<file path="src/rtl/core/scfl_pkg.sv">
// ----------------------------------------------------------------------------
// scfl_pkg
// shared types and constants for the serial command frame link
// ----------------------------------------------------------------------------
package scfl_pkg;

    // result kinds carried on the master-side tuser
    localparam logic [1:0] KIND_BYTE = 2'd0;
    localparam logic [1:0] KIND_CMD  = 2'd1;
    localparam logic [1:0] KIND_PAY  = 2'd2;

    // configuration register indexes
    localparam logic [1:0] CFG_ACK     = 2'd0;
    localparam logic [1:0] CFG_NACK    = 2'd1;
    localparam logic [1:0] CFG_TIMEOUT = 2'd2;

    // configuration reset values
    localparam logic [7:0]  ACK_RESET     = 8'd6;
    localparam logic [7:0]  NACK_RESET    = 8'd21;
    localparam logic [15:0] TIMEOUT_RESET = 16'd5000;

    // framing constants
    localparam int HDR_LEN    = 3;
    localparam int RESP_BYTES = 4;
    localparam int TX_BYTES   = RESP_BYTES + 1;

    // one result transaction towards the output register
    typedef struct packed {
        logic [1:0] kind;
        logic [7:0] data;
        logic [7:0] group;
        logic [7:0] code;
        logic [4:0] length;
        logic       last;
    } scfl_result_t;

endpackage

</file>
<file path="src/rtl/core/serial_command_frame_link_top.sv">
// ----------------------------------------------------------------------------
// serial_command_frame_link_top
// link layer of a byte-serial command protocol with header/payload checking
// ----------------------------------------------------------------------------
// Slave-side stream: one transaction is either a byte received from the host
// (tuser 0, with its idle gap) or a response from the command handler
// (tuser 1, with size and up to four payload bytes). Master-side stream: bytes
// for the host, a command-ready record and the command payload bytes; tlast
// marks the final result of each input transaction.
// One input is taken at a time: the block accepts, decides in S_EXEC, then
// emits one direct byte per cycle while the output register has room; each
// payload byte is first read from the registered payload store in S_RD and
// then sent from S_DATA. After acceptance the block passes through S_EXEC and
// S_SEND before the first result is registered in the output register.
// The output register lets the next input be accepted while the last result
// still waits; a stalled receiver holds the sequencer and, through it, input.
// Reset returns framing to the header phase and loads the register defaults;
// header and payload stores are not cleared and need no clearing pass.
// Configuration writes take effect at once and are meant for idle periods.
// ----------------------------------------------------------------------------
module serial_command_frame_link_top
    import scfl_pkg::*;
#(
    parameter int MAX_PAYLOAD = 16
)
(
    input  logic        clk,
    input  logic        rst_n,
    input  logic        s_tvalid,
    output logic        s_tready,
    input  logic [63:0] s_tdata,   // rx_byte, gap_ticks, resp_size, resp_bytes, zero fill
    input  logic [0:0]  s_tuser,   // func
    output logic        m_tvalid,
    input  logic        m_tready,
    output logic [31:0] m_tdata,   // out_byte, cmd_group, cmd_code, cmd_length, zero fill
    output logic [1:0]  m_tuser,   // out_kind
    output logic        m_tlast,
    input  logic        cfg_we,
    input  logic [1:0]  cfg_index,
    input  logic [15:0] cfg_data
);

    localparam int AW  = (MAX_PAYLOAD > 1) ? $clog2(MAX_PAYLOAD) : 1;
    localparam int TXW = 8 * TX_BYTES;
    localparam logic [7:0] MAX_LEN = 8'(MAX_PAYLOAD);

    typedef enum logic [5:0] {
        S_IDLE = 6'b000001,
        S_EXEC = 6'b000010,
        S_SEND = 6'b000100,
        S_CMD  = 6'b001000,
        S_RD   = 6'b010000,
        S_DATA = 6'b100000
    } state_t;

    typedef enum logic [4:0] {
        PH_HEADER  = 5'b00001,
        PH_PAYLOAD = 5'b00010,
        PH_AWAIT   = 5'b00100,
        PH_HDR_ACK = 5'b01000,
        PH_PAY_ACK = 5'b10000
    } phase_t;

    // configuration
    logic [7:0]  ack_reg;
    logic [7:0]  nack_reg;
    logic [15:0] timeout_reg;

    // sequencer and protocol state
    state_t      state_reg, state_next;
    phase_t      phase_reg, phase_next;
    logic [7:0]  count_reg, count_next;
    logic [7:0]  sum_reg, sum_next;
    logic [2:0]  pend_size_reg, pend_size_next;
    logic [31:0] pend_bytes_reg, pend_bytes_next;
    logic [TXW-1:0] tx_reg, tx_next;
    logic [2:0]  tx_cnt_reg, tx_cnt_next;
    logic        then_cmd_reg, then_cmd_next;
    logic [7:0]  rd_idx_reg, rd_idx_next;

    // captured input transaction
    logic        in_func_reg;
    logic [7:0]  in_byte_reg;
    logic [15:0] in_gap_reg;
    logic [2:0]  in_size_reg;
    logic [31:0] in_bytes_reg;

    // header store
    logic [7:0]  hdr_group_reg;
    logic [7:0]  hdr_code_reg;
    logic [7:0]  hdr_size_reg;
    logic        hdr_we;
    logic [1:0]  hdr_widx;

    // payload store
    logic [7:0]  pay_mem [MAX_PAYLOAD];
    logic [7:0]  rd_data_reg;
    logic        mem_we;
    logic [AW-1:0] mem_waddr;

    // result path
    logic         res_valid;
    logic         res_ready;
    scfl_result_t res;

    // derived response values
    logic [2:0]     size_sat;
    logic [7:0]     resp_hdr_sum;
    logic [TXW-1:0] resp_pay_tx;
    logic           timed_out;

    assign s_tready  = (state_reg == S_IDLE);
    assign timed_out = (in_gap_reg >= timeout_reg);
    assign size_sat  = (in_size_reg > 3'(RESP_BYTES)) ? 3'(RESP_BYTES) : in_size_reg;
    assign resp_hdr_sum = hdr_code_reg + {5'b00000, size_sat};

    // response payload bytes followed by their checksum
    always_comb
    begin
        logic [7:0] acc;
        acc         = 8'd0;
        resp_pay_tx = '0;
        for (int i = 0; i < RESP_BYTES; i++)
        begin
            if (3'(i) < pend_size_reg)
            begin
                acc = acc + pend_bytes_reg[8*i +: 8];
                resp_pay_tx[8*i +: 8] = pend_bytes_reg[8*i +: 8];
            end
        end
        for (int i = 0; i < TX_BYTES; i++)
        begin
            if (3'(i) == pend_size_reg)
            begin
                resp_pay_tx[8*i +: 8] = acc;
            end
        end
    end

    // protocol decision and result sequencing
    always_comb
    begin
        phase_t     eff_phase;
        logic [7:0] eff_count;
        logic [7:0] eff_sum;
        eff_phase       = phase_reg;
        eff_count       = count_reg;
        eff_sum         = sum_reg;
        state_next      = state_reg;
        phase_next      = phase_reg;
        count_next      = count_reg;
        sum_next        = sum_reg;
        pend_size_next  = pend_size_reg;
        pend_bytes_next = pend_bytes_reg;
        tx_next         = tx_reg;
        tx_cnt_next     = tx_cnt_reg;
        then_cmd_next   = then_cmd_reg;
        rd_idx_next     = rd_idx_reg;
        hdr_we          = 1'b0;
        hdr_widx        = count_reg[1:0];
        mem_we          = 1'b0;
        mem_waddr       = count_reg[AW-1:0];
        res_valid       = 1'b0;
        res             = '0;

        case (state_reg)
            S_IDLE:
            begin
                if (s_tvalid)
                begin
                    state_next = S_EXEC;
                end
            end

            S_EXEC:
            begin
                state_next = S_IDLE;
                if (in_func_reg)
                begin
                    // handler response: send echo, size and header checksum
                    if (phase_reg == PH_AWAIT)
                    begin
                        pend_size_next  = size_sat;
                        pend_bytes_next = in_bytes_reg;
                        tx_next         = TXW'({resp_hdr_sum, 5'b00000, size_sat, hdr_code_reg});
                        tx_cnt_next     = 3'd3;
                        then_cmd_next   = 1'b0;
                        phase_next      = PH_HDR_ACK;
                        count_next      = 8'd0;
                        state_next      = S_SEND;
                    end
                end
                else if (phase_reg != PH_AWAIT)
                begin
                    // idle gap restarts framing first
                    if (timed_out)
                    begin
                        eff_phase = PH_HEADER;
                        eff_count = 8'd0;
                        eff_sum   = 8'd0;
                    end
                    phase_next = eff_phase;
                    count_next = eff_count;
                    sum_next   = eff_sum;
                    case (eff_phase)
                        PH_HEADER:
                        begin
                            if (eff_count < 8'(HDR_LEN))
                            begin
                                hdr_we     = 1'b1;
                                hdr_widx   = eff_count[1:0];
                                sum_next   = eff_sum + in_byte_reg;
                                count_next = eff_count + 8'd1;
                            end
                            else
                            begin
                                count_next    = 8'd0;
                                sum_next      = 8'd0;
                                phase_next    = PH_HEADER;
                                tx_cnt_next   = 3'd1;
                                then_cmd_next = 1'b0;
                                state_next    = S_SEND;
                                if ((eff_sum != in_byte_reg) || (hdr_size_reg > MAX_LEN))
                                begin
                                    tx_next = TXW'(nack_reg);
                                end
                                else if (hdr_size_reg != 8'd0)
                                begin
                                    tx_next    = TXW'(ack_reg);
                                    phase_next = PH_PAYLOAD;
                                end
                                else
                                begin
                                    tx_next       = TXW'(ack_reg);
                                    then_cmd_next = 1'b1;
                                    phase_next    = PH_AWAIT;
                                end
                            end
                        end

                        PH_PAYLOAD:
                        begin
                            if ((eff_count < hdr_size_reg) && (eff_count < MAX_LEN))
                            begin
                                mem_we     = 1'b1;
                                mem_waddr  = eff_count[AW-1:0];
                                sum_next   = eff_sum + in_byte_reg;
                                count_next = eff_count + 8'd1;
                            end
                            else
                            begin
                                count_next  = 8'd0;
                                sum_next    = 8'd0;
                                tx_cnt_next = 3'd1;
                                state_next  = S_SEND;
                                if (eff_sum == in_byte_reg)
                                begin
                                    tx_next       = TXW'(ack_reg);
                                    then_cmd_next = 1'b1;
                                    phase_next    = PH_AWAIT;
                                end
                                else
                                begin
                                    tx_next       = TXW'(nack_reg);
                                    then_cmd_next = 1'b0;
                                    phase_next    = PH_HEADER;
                                end
                            end
                        end

                        PH_HDR_ACK:
                        begin
                            if ((in_byte_reg == ack_reg) && (pend_size_reg != 3'd0))
                            begin
                                tx_next       = resp_pay_tx;
                                tx_cnt_next   = pend_size_reg + 3'd1;
                                then_cmd_next = 1'b0;
                                phase_next    = PH_PAY_ACK;
                                count_next    = 8'd0;
                                state_next    = S_SEND;
                            end
                            else
                            begin
                                phase_next = PH_HEADER;
                                count_next = 8'd0;
                                sum_next   = 8'd0;
                            end
                        end

                        default:
                        begin
                            phase_next = PH_HEADER;
                            count_next = 8'd0;
                            sum_next   = 8'd0;
                        end
                    endcase
                end
            end

            S_SEND:
            begin
                // direct bytes, lowest first
                res_valid  = 1'b1;
                res.kind   = KIND_BYTE;
                res.data   = tx_reg[7:0];
                res.last   = (tx_cnt_reg == 3'd1) && !then_cmd_reg;
                if (res_ready)
                begin
                    tx_next     = tx_reg >> 8;
                    tx_cnt_next = tx_cnt_reg - 3'd1;
                    if (tx_cnt_reg == 3'd1)
                    begin
                        state_next = then_cmd_reg ? S_CMD : S_IDLE;
                    end
                end
            end

            S_CMD:
            begin
                res_valid  = 1'b1;
                res.kind   = KIND_CMD;
                res.group  = hdr_group_reg;
                res.code   = hdr_code_reg;
                res.length = hdr_size_reg[4:0];
                res.last   = (hdr_size_reg == 8'd0);
                if (res_ready)
                begin
                    rd_idx_next = 8'd0;
                    state_next  = (hdr_size_reg == 8'd0) ? S_IDLE : S_RD;
                end
            end

            S_RD:
            begin
                state_next = S_DATA;
            end

            S_DATA:
            begin
                res_valid = 1'b1;
                res.kind  = KIND_PAY;
                res.data  = rd_data_reg;
                res.last  = ((rd_idx_reg + 8'd1) == hdr_size_reg);
                if (res_ready)
                begin
                    rd_idx_next = rd_idx_reg + 8'd1;
                    state_next  = ((rd_idx_reg + 8'd1) == hdr_size_reg) ? S_IDLE : S_RD;
                end
            end

            default:
            begin
                state_next = S_IDLE;
            end
        endcase
    end

    // control registers
    always_ff @(posedge clk or negedge rst_n)
    begin
        if (!rst_n)
        begin
            state_reg      <= S_IDLE;
            phase_reg      <= PH_HEADER;
            count_reg      <= 8'd0;
            sum_reg        <= 8'd0;
            pend_size_reg  <= 3'd0;
            pend_bytes_reg <= 32'd0;
            tx_cnt_reg     <= 3'd0;
            then_cmd_reg   <= 1'b0;
            rd_idx_reg     <= 8'd0;
        end
        else
        begin
            state_reg      <= state_next;
            phase_reg      <= phase_next;
            count_reg      <= count_next;
            sum_reg        <= sum_next;
            pend_size_reg  <= pend_size_next;
            pend_bytes_reg <= pend_bytes_next;
            tx_cnt_reg     <= tx_cnt_next;
            then_cmd_reg   <= then_cmd_next;
            rd_idx_reg     <= rd_idx_next;
        end
    end

    // configuration registers
    always_ff @(posedge clk or negedge rst_n)
    begin
        if (!rst_n)
        begin
            ack_reg     <= ACK_RESET;
            nack_reg    <= NACK_RESET;
            timeout_reg <= TIMEOUT_RESET;
        end
        else if (cfg_we)
        begin
            case (cfg_index)
                CFG_ACK:     ack_reg     <= cfg_data[7:0];
                CFG_NACK:    nack_reg    <= cfg_data[7:0];
                CFG_TIMEOUT: timeout_reg <= cfg_data;
                default:     ;
            endcase
        end
    end

    // input capture and transmit shifter
    always_ff @(posedge clk)
    begin
        if (s_tvalid && s_tready)
        begin
            in_func_reg  <= s_tuser[0];
            in_byte_reg  <= s_tdata[7:0];
            in_gap_reg   <= s_tdata[23:8];
            in_size_reg  <= s_tdata[26:24];
            in_bytes_reg <= s_tdata[58:27];
        end
        tx_reg <= tx_next;
    end

    // header store writes
    always_ff @(posedge clk)
    begin
        if (hdr_we)
        begin
            case (hdr_widx)
                2'd0:    hdr_group_reg <= in_byte_reg;
                2'd1:    hdr_code_reg  <= in_byte_reg;
                2'd2:    hdr_size_reg  <= in_byte_reg;
                default: ;
            endcase
        end
    end

    // payload store, registered read
    always_ff @(posedge clk)
    begin
        if (mem_we)
        begin
            pay_mem[mem_waddr] <= in_byte_reg;
        end
        if (state_reg == S_RD)
        begin
            rd_data_reg <= pay_mem[rd_idx_reg[AW-1:0]];
        end
    end

    // output register
    scfl_out_stage u_out_stage (
        .clk       (clk),
        .rst_n     (rst_n),
        .res_valid (res_valid),
        .res       (res),
        .res_ready (res_ready),
        .m_tvalid  (m_tvalid),
        .m_tready  (m_tready),
        .m_tdata   (m_tdata),
        .m_tuser   (m_tuser),
        .m_tlast   (m_tlast)
    );

    // checks
    a_one_at_a_time: assert property (@(posedge clk) disable iff (!rst_n)
        (s_tvalid && s_tready) |=> !s_tready)
        else $error("input accepted while a transaction is in progress");

    a_store_in_range: assert property (@(posedge clk) disable iff (!rst_n)
        mem_we |-> (count_reg < MAX_LEN))
        else $error("payload store written beyond its depth");

    a_cmd_awaits: assert property (@(posedge clk) disable iff (!rst_n)
        (state_reg == S_CMD) |-> (phase_reg == PH_AWAIT))
        else $error("command issued without awaiting a response");

    a_read_in_frame: assert property (@(posedge clk) disable iff (!rst_n)
        (state_reg == S_DATA) |-> (rd_idx_reg < hdr_size_reg))
        else $error("payload read beyond the command length");

endmodule

</file>
<file path="src/rtl/core/scfl_out_stage.sv">
// ----------------------------------------------------------------------------
// scfl_out_stage
// output register between the result sequencer and the master-side stream
// ----------------------------------------------------------------------------
module scfl_out_stage
    import scfl_pkg::*;
(
    input  logic         clk,
    input  logic         rst_n,
    input  logic         res_valid,
    input  scfl_result_t res,
    output logic         res_ready,
    output logic         m_tvalid,
    input  logic         m_tready,
    output logic [31:0]  m_tdata,   // out_byte, cmd_group, cmd_code, cmd_length, zero fill
    output logic [1:0]   m_tuser,   // out_kind
    output logic         m_tlast
);

    logic         valid_reg;
    scfl_result_t data_reg;

    // room whenever the register is empty or being drained
    assign res_ready = !valid_reg || m_tready;

    // valid flag
    always_ff @(posedge clk or negedge rst_n)
    begin
        if (!rst_n)
        begin
            valid_reg <= 1'b0;
        end
        else if (res_ready)
        begin
            valid_reg <= res_valid;
        end
    end

    // payload register
    always_ff @(posedge clk)
    begin
        if (res_ready && res_valid)
        begin
            data_reg <= res;
        end
    end

    // stream packing
    assign m_tvalid = valid_reg;
    assign m_tdata  = {3'b000, data_reg.length, data_reg.code, data_reg.group, data_reg.data};
    assign m_tuser  = data_reg.kind;
    assign m_tlast  = data_reg.last;

endmodule

</file>
<file path="config.mk">
export PLATFORM = sky130hd
export DESIGN_NAME = serial_command_frame_link_top
export DESIGN_NICKNAME = d
export VERILOG_FILES = /design/src/rtl/core/scfl_pkg.sv /design/src/rtl/core/serial_command_frame_link_top.sv /design/src/rtl/core/scfl_out_stage.sv
export SDC_FILE = /design/constraint.sdc
export NUM_CORES = 1
export LEC_CHECK = 0
export CORE_UTILIZATION = 69
export CTS_BUF_LIST = sky130_fd_sc_hd__clkbuf_8 sky130_fd_sc_hd__clkbuf_16
export CTS_CLUSTER_DIAMETER = 60
export DETAILED_ROUTE_END_ITERATION = 7
export DONT_BUFFER_PORTS = 1
export GPL_ROUTABILITY_DRIVEN = 0
export PLACE_DENSITY = 0.89
export RECOVER_POWER = 50
export SYNTH_ARGS = -nofsm -noshare
export SYNTH_HDL_FRONTEND = slang
export SYNTH_SLANG_ARGS = --single-unit
</file>
<file path="constraint.sdc">
create_clock -name clk -period 8.8 [get_ports clk]
set_input_delay 2.2 -clock clk [delete_from_list [all_inputs] [get_ports clk]]
set_output_delay 2.2 -clock clk [all_outputs]
set_load 0.03 [all_outputs]
</file>
### After elaboration in Yosys (flattened, before gate mapping)

Memory sizes are Yosys's and may differ from the RTL's. A register that Yosys moved wholly into a read port is not among the register bits.
Cells that the tools add are included.

* bits in latches: 0
* bits of input ports: 88
* memories kept: 1
* output and inout port bits: 37
* register bits: 263
* memory bits (writable): 128
* bits in read-only memories: 0

* shift-type cells: 0
* $lt $le $gt $ge: 10
* $add $sub $neg: 9
* multipliers: 0
* eq/ne operators: 39
* multiplexer cells: 120
* bitwise operators: 1
* reductions and logical operators: 33
* divide/modulo/power cells: 0

Memories
* pay_mem: words 16, width 8, rd ports 1, clocked after memory_dff 1, wr ports 1, RTL line serial_command_frame_link_top.sv:96 `logic [7:0] pay_mem [MAX_PAYLOAD];`

Operator list (count)
* 40-bit 2-to-1 mux: 7
* 8-bit 2-to-1 mux: 32
* 40-bit one-hot mux with 3 select lines: 1
* 40-bit one-hot mux with 2 select lines: 1
* 5-bit 2-to-1 mux: 12
* 3-bit 2-to-1 mux: 16
* 8-bit one-hot mux with 2 select lines: 3
* 6-bit 2-to-1 mux: 6
* 6-bit one-hot mux with 6 select lines: 1
* 8-bit adder: 4
* 8-bit == test: 3
* 4-bit 2-to-1 mux: 6
* 8-bit one-hot mux with 3 select lines: 1
* 1-bit 2-to-1 mux: 22
* 3-bit one-hot mux with 3 select lines: 2
* 8-bit by 1-bit adder with 8-bit output, second input constant: 2
* 16-bit >= comparator: 1
* 3-bit != test, second input constant: 5
* 5-bit one-hot mux with 3 select lines: 1
* 4-bit != test, second input constant: 3
* 2-bit AND reduction: 6
* 3-bit AND reduction: 4
* 2-bit 2-to-1 mux: 5
* 5-bit by 3-bit != test with 1-bit output, second input constant: 2
* other kinds (47): 66

### Logic depth before layout (Yosys ltp)

* depth in word-level cells: 14
* gate-level depth with buffers: 26
* gate-level depth less buffers: 24

### Hierarchy

A second synthesis with hierarchy kept.

* cell total of the unflattened synthesis: 1356
* area total of the unflattened synthesis: 18607.8 um^2

Modules (own cells, without submodules)
* serial_command_frame_link_top: seq. area each 10475.0 um^2, cells each 1316, times used 1, area each 17566.8 um^2
* scfl_out_stage: seq. area each 985.9 um^2, cells each 40, times used 1, area each 1041.0 um^2

### Worst setup path after synthesis

Ideal clock, no wire load.

* path kind: reg2reg
* start: reg pend_size_reg[1]
* end: reg tx_reg[39], data pin
* arrival time: 4.954 ns
* stages on the path, launching flop included: 27
* buffers on the path: 2
* clock period less this slack: 5.219 ns
* path slack: 3.581 ns
* cell sequence: dfrtp_1 buf_2 nor2_1 clkbuf_1 nand2_1 and2_1 ha_1 inv_1 fa_1 and3b_1 a311oi_2 o21bai_1 or4b_1 nand3_1 ha_1 inv_1 nor3_1 a311o_1 a311oi_1 nor2_1 a21o_1 ha_1 nand2_1 o21ai_0 xor2_1 a21o_1 a21oi_1

* longest elaborated chain between the ends: 14
* elaborated cells on any way between the ends: 18
* classes of those cells: add/sub: 3; order compare: 4; eq/ne: 1; mux: 10

RTL lines
* start: declaration: RTL line serial_command_frame_link_top.sv:74 `logic [2:0] pend_size_reg, pend_size_next;`
* start signal: assignment: RTL line serial_command_frame_link_top.sv:379 `pend_size_reg <= pend_size_next;`
* 1-bit by 3-bit less-than comparator with 1-bit output: RTL line serial_command_frame_link_top.sv:125 `if (3'(i) < pend_size_reg)`
* 8-bit 2-to-1 mux: RTL line serial_command_frame_link_top.sv:125
* 8-bit adder: RTL line serial_command_frame_link_top.sv:127 `acc = acc + pend_bytes_reg[8*i +: 8];`
* 8-bit 2-to-1 mux: RTL line serial_command_frame_link_top.sv:125
* 8-bit adder: RTL line serial_command_frame_link_top.sv:127
* 8-bit 2-to-1 mux: RTL line serial_command_frame_link_top.sv:125
* 8-bit adder: RTL line serial_command_frame_link_top.sv:127
* 8-bit 2-to-1 mux: RTL line serial_command_frame_link_top.sv:125
* 8-bit 2-to-1 mux *: RTL line serial_command_frame_link_top.sv:133 `if (3'(i) == pend_size_reg)`
* 40-bit 2-to-1 mux *: RTL line serial_command_frame_link_top.sv:273 `if ((in_byte_reg == ack_reg) && (pend_size_reg != 3'd0))`
* 40-bit one-hot mux with 3 select lines *: RTL line serial_command_frame_link_top.sv:205 `case (eff_phase)`
* 40-bit 2-to-1 mux *: RTL line serial_command_frame_link_top.sv:193 `else if (phase_reg != PH_AWAIT)`
* 40-bit 2-to-1 mux *: RTL line serial_command_frame_link_top.sv:178 `if (in_func_reg)`
* 40-bit one-hot mux with 2 select lines *: RTL line serial_command_frame_link_top.sv:166 `case (state_reg)`
* end signal: assignment: RTL line serial_command_frame_link_top.sv:418 `tx_reg <= tx_next;`
* end: declaration: RTL line serial_command_frame_link_top.sv:76 `logic [TXW-1:0] tx_reg, tx_next;`

Every way passes the cells marked *; elsewhere a longest branch is shown, timed or not. The select of a mux whose other input is x is not followed.
A chain may end at the register's enable or synchronous reset.

### Worst setup path after layout

Ends and elaborated chain as after synthesis.

==> impl_results.md <==
- Synth top area share: 0.464
- Antenna Nets Post-Route: 0
- R2R Setup Slk: 2.41 ns
- GRT overflow: 0
- Tcrit/Tclk final: 0.726
- HP Start: in_bytes_reg[31]
- Count leader, synth: edfxtp_1
- Adder-Cell Fraction of Synth Area: 0.0477
- Switching power: 1.19 mW
- Register-to-Register Path Depth: 24
- Pwr Density: 224 mW/mm^2
- CP arrival: 6.65 ns
- Vias in the first global route: 12300
- Die height: 167 um
- Synthesized area: 0.0189 mm^2
- Max Cap Viol: 2
- CTS tree: done
- Worst Hold Slack: 0.474 ns
- CP max FO: 12
- WL/cell: 25.7 um
- Die area: 0.0280 mm^2
- First-pass GRT wire length: 71000 um
- # setup viols final: 0
- Drc violations: 0
- Mapped Avg Cell Area: 13.5 um^2
- Max Clk Rate: 156 MHz
- Sequential area share after synthesis: 0.607
- Slew HR: -0.949
- RR Endpoint: tx_reg[39]
- Nets: 1570
- Simple-gate share of the synthesized area: 0.0996
- HP Class: flop to flop
- GRT Total Usage: 0.337
- Clock-pin slew on the worst setup and hold paths: 0.06 ns
- H-tree levels: 2
- Cell depth of the worst hold path: 1
- Placed inst area: 0.0193 mm^2
- Clock root buffer: clkbuf_16
- Maximum number of pins on one net before global-route repair: 108
- Post-synthesis mux area share: 0.0969
- Failing checks: capacitance limit, slew limit
- Power share of the clock group: 0.363
- Max FFs per register: 128
- Boundary pin count: 125
- Die X: 167 um
- Slew @ Worst Pin: 2.92 ns
- Synth-to-Final Area Change: 8.82%
- Row Count: 60
- Total power draw: 4.61 mW
- Ys Warns: 0
- Buffers on Ports: 0
- Most instantiated cells after synthesis: edfxtp_1 (292), nand2_1 (99), dfrtp_1 (95), mux2_2 (68), o21ai_0 (68)
- RR Startpoint: pend_size_reg[1]
- Slew Viols, Final: 75
- Setup repair bufs after CTS: 0
- Vias: 12600
- Status: finished, violations left
- PostCTS Resize Cnt: 0
- Filler cells: 1504
- Unrepaired setup endpoints after global routing: false
- Hold EP: pend_bytes_reg[31]
- Layout cell share with drive strength beyond 1: 0.151
- Clk_lat worst skew: 0.54 ns
- 1st-pass router iterations: 6
- Critical Path RT: 9.06 ns
- Synthesized netlist cell count: 1403
- Worst vdd ir: 203 uV
- Setup crit start kind: flop
- Minimum clock period: 6.39 ns
- Design area: 0.0206 mm^2
- Net Sw Frac: 0.258
- Largest cells by area after synthesis: edfxtp_1 (46%), dfrtp_1 (13%), mux4_2 (4.8%), ha_1 (4.2%), mux2_2 (4.1%)
- Yosys reg bits: 399
- Final WL: 45800 um
- Lkg Pwr: 7.80 nW
- Largest family of logic cells by synthesized area: compound AO/OA/AOI/OAI gates
- CP Class: flop to flop
- Post-layout util: 0.765
- Setup TNS: 0 ns
- Yosys cell types: 87
- Post-synthesis compound-gate area fraction: 0.100
- Hold Vio Cnt, Final: 0
- Layout Skew: 0.0153 ns
- Initial Util: 0.703
- Initial DRC count: 1764
- Internal: 3.42 mW
- Area leader, netlist: edfxtp_1
- Post-synth EDFFs: 292
- Via/cell ratio: 7.04
- Post-CTS Hold Buffers: 0
- Reg area: 0.0115 mm^2
- Initial antenna violation count: 1
- Clock sink count: 399
- Worst setup EP type: flop
- Top FF cell, synth: edfxtp_1
- CTS Buffer Depth: 3
- Asr flop ratio synth: 0.268
- CTS buffer count: 40
- Post-synthesis xor/xnor area fraction: 0.0246
- Dpl hpwl: 29300 um
- Combinational share of power: 0.131
- Area of the multi-input gates: 0.00700 mm^2
- Sequential share of power: 0.506
- Core area: 0.0269 mm^2
cells in the final DEF (no fill, tap or decap), types with 27 or more instances in the layout:
| master | netlist | final |
|---|---|---|
| mux4_2 | 40 | 40 |
| nor3_1 | 39 | 38 |
| inv_1 | 59 | 70 |
| mux2_2 | 68 | 68 |
| o21ai_0 | 68 | 68 |
| edfxtp_1 | 292 | 292 |
| ha_1 | 64 | 64 |
| and2_1 | 44 | 27 |
| xnor2_1 | 36 | 36 |
| clkbuf_16 | 0 | 42 |
| a21oi_1 | 60 | 59 |
| nor2_1 | 67 | 67 |
| nand2_1 | 99 | 99 |
| dfrtp_1 | 95 | 94 |
final cells by class:
class	instances	share of cell area
multi-input combinational	890	0.340
antenna	1	0.000122
inverter	59	0.0108
clock buffer	46	0.0538
sequential	399	0.558
tap	341	0.0208
timing repair buffer	23	0.00712
clock inverter	26	0.00950
layer usage:
metal	part of all wire	track usage
met1	0.37	0.462
met2	0.47	0.526
met3	0.11	0.0702
met4	0.047	0.151
met5	0	0
worst max-delay path by stage:
stage / from / end / slack (ns)
detailed placement: pend_size_reg[2] / tx_reg[39] / 2.60
floorplan: pend_size_reg[1] / tx_reg[39] / 3.58
CTS: timeout_reg[9] / pay_mem[6][3] / 2.57
finish: pend_size_reg[1] / tx_reg[39] / 2.41
global route: pend_size_reg[2] / tx_reg[39] / 2.11
global placement: pend_size_reg[2] / tx_reg[39] / 2.75
worst max-delay path, cell delays in order, from the launching register on:
cell and delay (ns):
dfrtp_1 0.56, nor2_1 0.62, nand2_1 0.34, and2_1 0.29
ha_1 0.21, inv_1 0.07, fa_1 0.21, and3b_1 0.20
a311oi_2 0.29, o21bai_1 0.12, or4b_1 0.47, nand3_1 0.19
ha_1 0.33, inv_1 0.12, nor3_1 0.06, a311o_1 0.27
a311oi_1 0.46, nor2_1 0.08, a21o_1 0.21, ha_1 0.33
nand2_1 0.06, o21ai_0 0.20, xor2_1 0.21, a21o_1 0.14
a21oi_1 0.07
power groups by stage:
stage	clock network, mW	registers (mW)	logic (mW)
after floorplan	0	2.31	0.440
after global placement	0	2.35	0.541
after detailed placement	0	2.36	0.570
after CTS	1.68	2.33	0.592
after global routing	1.75	2.35	0.653
final	1.67	2.33	0.603
cells by family (layout without fill, tap and decap cells):
family | Yosys count | after routing
compound gates | 274 | 274
xor+xnor | 53 | 53
fa+ha+maj | 69 | 69
buf+inv | 116 | 154
flops | 399 | 399
mux | 124 | 124
other cells | 1 | 4
simple gates | 367 | 367
through the flow:
step	std cells	worst slack (ns)
after floorplan	1405	3.58
after global routing	1784	2.11
after CTS	1784	2.57
after detailed placement	1712	2.60
after global placement	1712	2.75
final	1785	2.41
Note: power is estimated with default switching activity, not from simulation.
